File: src/design/mte_pkg.sv
// shared types and constants for the multi-tap echo block
`default_nettype none

package mte_pkg;

   localparam int SAMPLE_W    = 16;
   localparam int STORE_DEPTH = 32768;
   localparam int ADDR_W      = $clog2(STORE_DEPTH);
   localparam int SEEN_W      = ADDR_W + 1;
   localparam int DIST_W      = SEEN_W;

   localparam int DELAY_W  = 13;
   localparam int BOUNCE_W = 4;
   localparam int FB_W     = 7;
   localparam int GAIN_W   = 15;
   localparam int CSR_W    = 13;
   localparam int CSR_IDX_W = 2;

   localparam logic [DELAY_W-1:0]  MAX_DELAY  = DELAY_W'(4096);
   localparam logic [BOUNCE_W-1:0] MAX_BOUNCE = BOUNCE_W'(8);
   localparam logic [FB_W-1:0]     FB_MAX     = FB_W'(100);
   localparam logic [SEEN_W-1:0]   SEEN_MAX   = SEEN_W'(STORE_DEPTH);

   // floor(fb * 32767 / 100) == (fb * GAIN_RECIP) >> 16 for fb in 0..100
   localparam logic [31:0] GAIN_RECIP = 32'd21474182;

   localparam logic signed [SAMPLE_W-1:0] SAT_MAX = 16'sh7fff;
   localparam logic signed [SAMPLE_W-1:0] SAT_MIN = -16'sh8000;

   typedef enum logic [CSR_IDX_W-1:0] {
      CSR_DELAY    = 2'd0,
      CSR_BOUNCE   = 2'd1,
      CSR_FEEDBACK = 2'd2
   } csr_index_type;

   typedef enum logic [2:0] {
      ST_IDLE,
      ST_READ,
      ST_MULT,
      ST_ACCUM,
      ST_STORE
   } state_type;

   typedef enum logic [1:0] {
      TAP_ZERO,
      TAP_HIST,
      TAP_CURRENT
   } tap_src_type;

   typedef struct packed {
      logic load;
      logic read;
      logic mult;
      logic accum;
      logic store;
   } ctl_cmd_type;

   typedef struct packed {
      logic [BOUNCE_W-1:0] bounce_limit;
   } dp_status_type;

endpackage

`default_nettype wire

File: src/design/mte_ctrl.sv
// controller state machine sequencing the taps of one sample
`default_nettype none

module mte_ctrl (
   input  wire logic                   clock,
   input  wire logic                   reset,
   input  wire logic                   req_tvalid,
   output logic                        req_tready,
   output logic                        rsp_tvalid,
   input  wire logic                   rsp_tready,
   input  wire mte_pkg::dp_status_type status,
   output mte_pkg::ctl_cmd_type        cmd
);

   import mte_pkg::*;

   state_type             state_ff, state_in;
   logic [BOUNCE_W-1:0]   tap_cnt_ff, tap_cnt_in;
   logic                  rsp_valid_ff, rsp_valid_in;
   logic                  accept;
   logic                  last_tap;
   logic                  store_go;

   assign accept   = (state_ff == ST_IDLE) && req_tvalid;
   assign last_tap = (tap_cnt_ff == status.bounce_limit);
   assign store_go = (state_ff == ST_STORE) && (!rsp_valid_ff || rsp_tready);

   always_comb begin
      state_in = state_ff;
      case (state_ff)
         ST_IDLE: begin
            if (req_tvalid) begin
               state_in = (status.bounce_limit == '0) ? ST_STORE : ST_READ;
            end
         end
         ST_READ:  state_in = ST_MULT;
         ST_MULT:  state_in = ST_ACCUM;
         ST_ACCUM: state_in = last_tap ? ST_STORE : ST_READ;
         ST_STORE: begin
            if (store_go) begin
               state_in = ST_IDLE;
            end
         end
         default:  state_in = ST_IDLE;
      endcase
   end

   always_comb begin
      cmd        = '0;
      req_tready = 1'b0;
      case (state_ff)
         ST_IDLE: begin
            req_tready = 1'b1;
            cmd.load   = req_tvalid;
         end
         ST_READ:  cmd.read  = 1'b1;
         ST_MULT:  cmd.mult  = 1'b1;
         ST_ACCUM: cmd.accum = 1'b1;
         ST_STORE: cmd.store = store_go;
         default: begin
            cmd        = '0;
            req_tready = 1'b0;
         end
      endcase
   end

   always_comb begin
      tap_cnt_in = tap_cnt_ff;
      if (accept) begin
         tap_cnt_in = BOUNCE_W'(1);
      end else if (state_ff == ST_ACCUM && !last_tap) begin
         tap_cnt_in = tap_cnt_ff + BOUNCE_W'(1);
      end
   end

   // output register: loaded on store, freed by the receiver
   always_comb begin
      if (store_go) begin
         rsp_valid_in = 1'b1;
      end else if (rsp_tready) begin
         rsp_valid_in = 1'b0;
      end else begin
         rsp_valid_in = rsp_valid_ff;
      end
   end

   assign rsp_tvalid = rsp_valid_ff;

   always_ff @(posedge clock) begin
      if (reset) begin
         state_ff     <= ST_IDLE;
         tap_cnt_ff   <= '0;
         rsp_valid_ff <= 1'b0;
      end else begin
         state_ff     <= state_in;
         tap_cnt_ff   <= tap_cnt_in;
         rsp_valid_ff <= rsp_valid_in;
      end
   end

endmodule

`default_nettype wire

File: config.mk
export PLATFORM = sky130hd
export DESIGN_NAME = mte_ctrl
export DESIGN_NICKNAME = d
export VERILOG_FILES = /design/src/design/mte_pkg.sv /design/src/design/mte_ctrl.sv
export SDC_FILE = /design/constraint.sdc
export NUM_CORES = 1
export LEC_CHECK = 0
export ABC_AREA = 1
export BUFFER_PORTS_ARGS = -buffer_cell sky130_fd_sc_hd__buf_2
export CORE_MARGIN = 1
export CORE_UTILIZATION = 40
export CTS_CLUSTER_SIZE = 8
export DETAILED_ROUTE_END_ITERATION = 8
export MAX_ROUTING_LAYER = met4
export PLACE_DENSITY_LB_ADDON = 0.08
export SETUP_SLACK_MARGIN = 0.2
export SYNTH_ARGS = -nofsm -noshare
export SYNTH_HDL_FRONTEND = slang
export SYNTH_SLANG_ARGS = --single-unit
File: constraint.sdc
create_clock -name clock -period 2.57 [get_ports clock]
set_input_delay 0.771 -clock clock [delete_from_list [all_inputs] [get_ports clock]]
set_output_delay 0.771 -clock clock [all_outputs]
set_load 0.01 [all_outputs]
* Word-level counts from Yosys, hierarchy flattened
Cells that the tools add are included.
Word-level totals: register bits 8, logic and storage cells 39, latch bits 0, memory bits (writable) 0, memories 0, bits in read-only memories 0, output and inout bits 7, input bits 8
Cells by class: div/mod/pow operators 0, multipliers 0, shift operators 0, multiplexer cells 15, magnitude comparators 0, bitwise gates (word level) 0, reductions and logical operators 12, equality and inequality tests 7, $add $sub $neg 1
Operator list (number):
- case mux 3 bit (5 select lines) | 1
- 2-to-1 mux 3 bit | 4
- 2-to-1 mux 1 bit | 10
- equality test 3 x 2 -> 1 bit, second input constant | 2
- adder 4 x 1 -> 4 bit, second input constant | 1
- equality test 4 bit | 1
- logical NOT 4 bit | 1
- != test 2 bit, second input constant | 2
- nonzero test 2 bit | 2
- equality test 3 x 1 -> 1 bit, second input constant | 1
- equality test 3 bit, second input constant | 1
- logical AND 1 bit | 3
- logical NOT 3 bit | 1
- logical NOT 1 bit | 2
- AND reduction 2 bit | 1
- OR reduction 2 bit | 1
- logical OR 1 bit | 1

* Longest topological paths before layout
word-level depth 5, depth in mapped cells 9

* Least setup slack after synthesis
OpenSTA, ideal clock, no wires.
path type input to output, start in rsp_tready, end out cmd[0] (netlist name), path buffers 1, arrival 1120 ps, stages 3, path slack 679 ps, cells stage by stage nor2_1 nor4_1 buf_4
RTL lines:
- start: declaration | line mte_ctrl.sv:10 | input wire logic rsp_tready,
- end: declaration | line mte_ctrl.sv:12 | output mte_pkg::ctl_cmd_type cmd

==> parameters.txt <==
Parameter                              Value

Hold path
  Min-Delay Startpoint ... tap_cnt_ff[3]
  Worst hold path type ... register to register

Final layout
  Proportion of layout cells with a drive suffix above 1 ... 0.260
  Area added between synthesis and finish ... 17.6%
  Non-filler cells in the finished layout ... 114
  Fin util ... 0.542
  # diodes ... 0
  Count of nets after finishing ... 111

Clock network
  # clock sinks ... 8
  Clock tree from TritonCTS ... yes
  Maximum buffer depth of the clock tree ... 2
  H-Tree Depth ... 1
  Total clock buffers created by CTS ... 3
  Hold Buf Count CTS ... 0
  Clock latency at the later pin of the worst-skew pair ... 250 ps
  Master cell of the clock root buffer ... clkbuf_4
  Post-CTS Repair Setup Buffers ... 0
  Clock transition at path regs ... 50 ps
  Post-CTS resize count ... 0

Logic synthesis
  Instance count of the mapped netlist ... 85
  Adder-Cell Fraction of Synth Area ... 0.0232
  Distinct cell type count after synthesis ... 22
  Dominant combinational cell family by area after synthesis ... simple AND/OR/NAND/NOR gates
  Synth warn ... 0
  Flip-flop and latch count after synthesis ... 8
  Number of synthesized flops with an enable pin ... 0
  Net count after synthesis ... 94
  Top_reg_cell synth ... dfxtp_1
  Async set or reset register ratio after synthesis ... 0
  Netlist area before placement ... 539 um2
  Post-synthesis mux area share ... 0
  Xor/xnor share of the synthesized area ... 0.0325
  Synthesized area divided by synthesized cell count ... 6.34 um2
  Share of the yosys chip area belonging to registers ... 0.297
  Synthesized-area fraction occupied by ao, oa, aoi and oai cells ... 0.0858
  Simple-Gate Fraction of Synth Area ... 0.420

Route
  Routed Antenna Nets ... 0
  Drt wl/cell ... 9.51 um
  First-pass detailed-route iteration total ... 4
  Total via count after detailed routing ... 558
  Number of DRC markers after the initial detailed-route iteration ... 10
  DRC violation count after routing ... 0
  DR vias/cell ... 4.89
  Post-Route WL ... 1.08 mm

Worst setup path
  Crit path cell chain ... nor3_2 > nand2_2 > inv_1 > buf_2
  Maximum fanout along the worst path ... 6
  R2R Path Start ... tap_cnt_ff[0]
  Launch point of the worst path ... state_ff[2]
  Arr. time, crit path ... 1260 ps
  Critical Path Source Type ... register
  Critical path class ... register to primary output
  CP max stage cell ... dfxtp_1
  Highest cell delay on the worst timing path ... 380 ps
  Category of the worst setup path capture point ... primary output
  Req. time, crit path ... 1800 ps

Timing
  Final setup violation count ... 0
  Count of final max-slew check failures ... 0
  Total negative slack ... 0 ps
  Clk_skew ... 4.04 ps
  Worst Hold Margin ... 484 ps
  Unrepaired setup endpoints after global routing ... false
  Post-route setup slack ... 537 ps
  Final hold viol count ... 0
  Rel. slew slack ... 0.802
  Tightest Pin Transition ... 295 ps
  Highest clock rate ... 0.492 GHz
  Final Cycle Share ... 0.791
  Post-layout min period ... 2030 ps

Pwr
  Internal cell power ... 0.000231 W
  Static Leak ... 0.322 nW
  Share of power burned in the clock network ... 0.263
  Sequential group share of total power ... 0.427
  Maximum resistive drop on vdd ... 0.000335 V
  Switching power share of the total ... 0.350
  Power density over the cells ... 561 nW/um2
  Sw power ... 0.000125 W
  Comb power frac ... 0.310

GRT
  Largest net degree at the start of global routing ... 8
  Global-route wire length before repair ... 1.82 mm
  Remaining Overflow, GRT ... 0
  Vias in the first global route ... 444
  Initial antenna violation count ... 0
  Overall Global Routing Usage ... 0.181

Die
  Area of the core ... 1170 um2
  Row count ... 12
  Full die area ... 1500 um2
  Die Span Y ... 38.7 um
  Starting utilization of the core area ... 0.460
  Width of the die ... 38.7 um
  Number of top-level pins ... 15

Run
  Max cap viols ... 0

Place
  Cell Count Post-Placement ... 111
  DPL Wire Length ... 831 um
  Setup slack after placement ... 562 ps
  Input/output buffers ... 14
  Final estimated routing congestion in global placement ... 0.733

Run status
  Run status ... finished, final reports clean
registers in the layout (all words and copies together), names as in the netlist:
signal	cells
rsp_tvalid	1
state_ff	3
tap_cnt_ff	4
cell usage in the layout, fill, tap and decap left out, drive strengths merged:
master,instances
inv,15
ha,1
clkinv,1
nand3b,1
nor2,6
o31ai,1
nor4,1
nand3,3
nand2,31
dfxtp,8
xor2,2
a21oi,5
a31oi,1
o21a,1
clkbuf,3
nor3,6
buf,14
critical path, delay by kind of cell, from the launching register on:
kind,cells,cell delay [ps]
simple gates,2,460
flops,1,380
buf+inv,2,190
logic make-up after synthesis:
logic type	Yosys count
xor gates and xnor gates	2
and+or+nand+nor	48
adders and majority gates	1
DFF	8
AOI/OAI and AO/OA	8
buffers and inverters	18
cell usage after synthesis (2+ instances only):
library cell / count / share of area
buf_4: 2 / 0.028
nor3_1: 4 / 0.037
dfxtp_1: 8 / 0.30
nor2_1: 5 / 0.035
inv_1: 12 / 0.084
inv_2: 3 / 0.021
a21oi_1: 5 / 0.046
nand2_1: 29 / 0.20
nand3_1: 3 / 0.028
xor2_1: 2 / 0.032
power by group through the flow:
| stage | registers (W) | logic (W) | clock network, W |
|---|---|---|---|
| floorplan | 0.000150 | 0.0000819 | 0 |
| finish | 0.000152 | 0.000110 | 0.0000936 |
| global placement | 0.000154 | 0.000110 | 0 |
| global route | 0.000154 | 0.000128 | 0.000100 |
| CTS | 0.000151 | 0.000111 | 0.0000971 |
| detailed placement | 0.000154 | 0.000110 | 0 |
through the flow:
stage          power [W]  instance area [um2]
4_1_cts         0.000359                  634
2_1_floorplan   0.000232                  539
5_1_grt         0.000382                  634
6_report        0.000356                  634
3_5_place_dp    0.000264                  612
3_3_place_gp    0.000264                  612
per-layer routing:
metal	vias to the layer above	part of all wire	wire (um)	track usage
li1	297	-	-	-
met1	238	0.53	577	0.250
met2	21	0.40	438	0.254
met3	2	0.054	59	0.0347
met4	0	0.0074	8	0.0776
met5	-	0	0	-
cell type report:
| type | count | area, um2 |
|---|---|---|
| tap | 14 | 17.5 |
| fill | 122 | 537 |
| clock buffer | 3 | 22.5 |
| timing repair buffer | 14 | 70.1 |
| inverter | 16 | 61.3 |
| sequential | 8 | 160 |
| multi-input combinational | 59 | 303 |
final timing paths:
kind	cells after the start	slack, ps	end
min reg2reg	2	480	tap_cnt_ff[3]
max reg2reg	8	1300	tap_cnt_ff[0]
max	4	540	cmd[4]
min	2	480	tap_cnt_ff[3]
(Power assumes the default switching activity.)
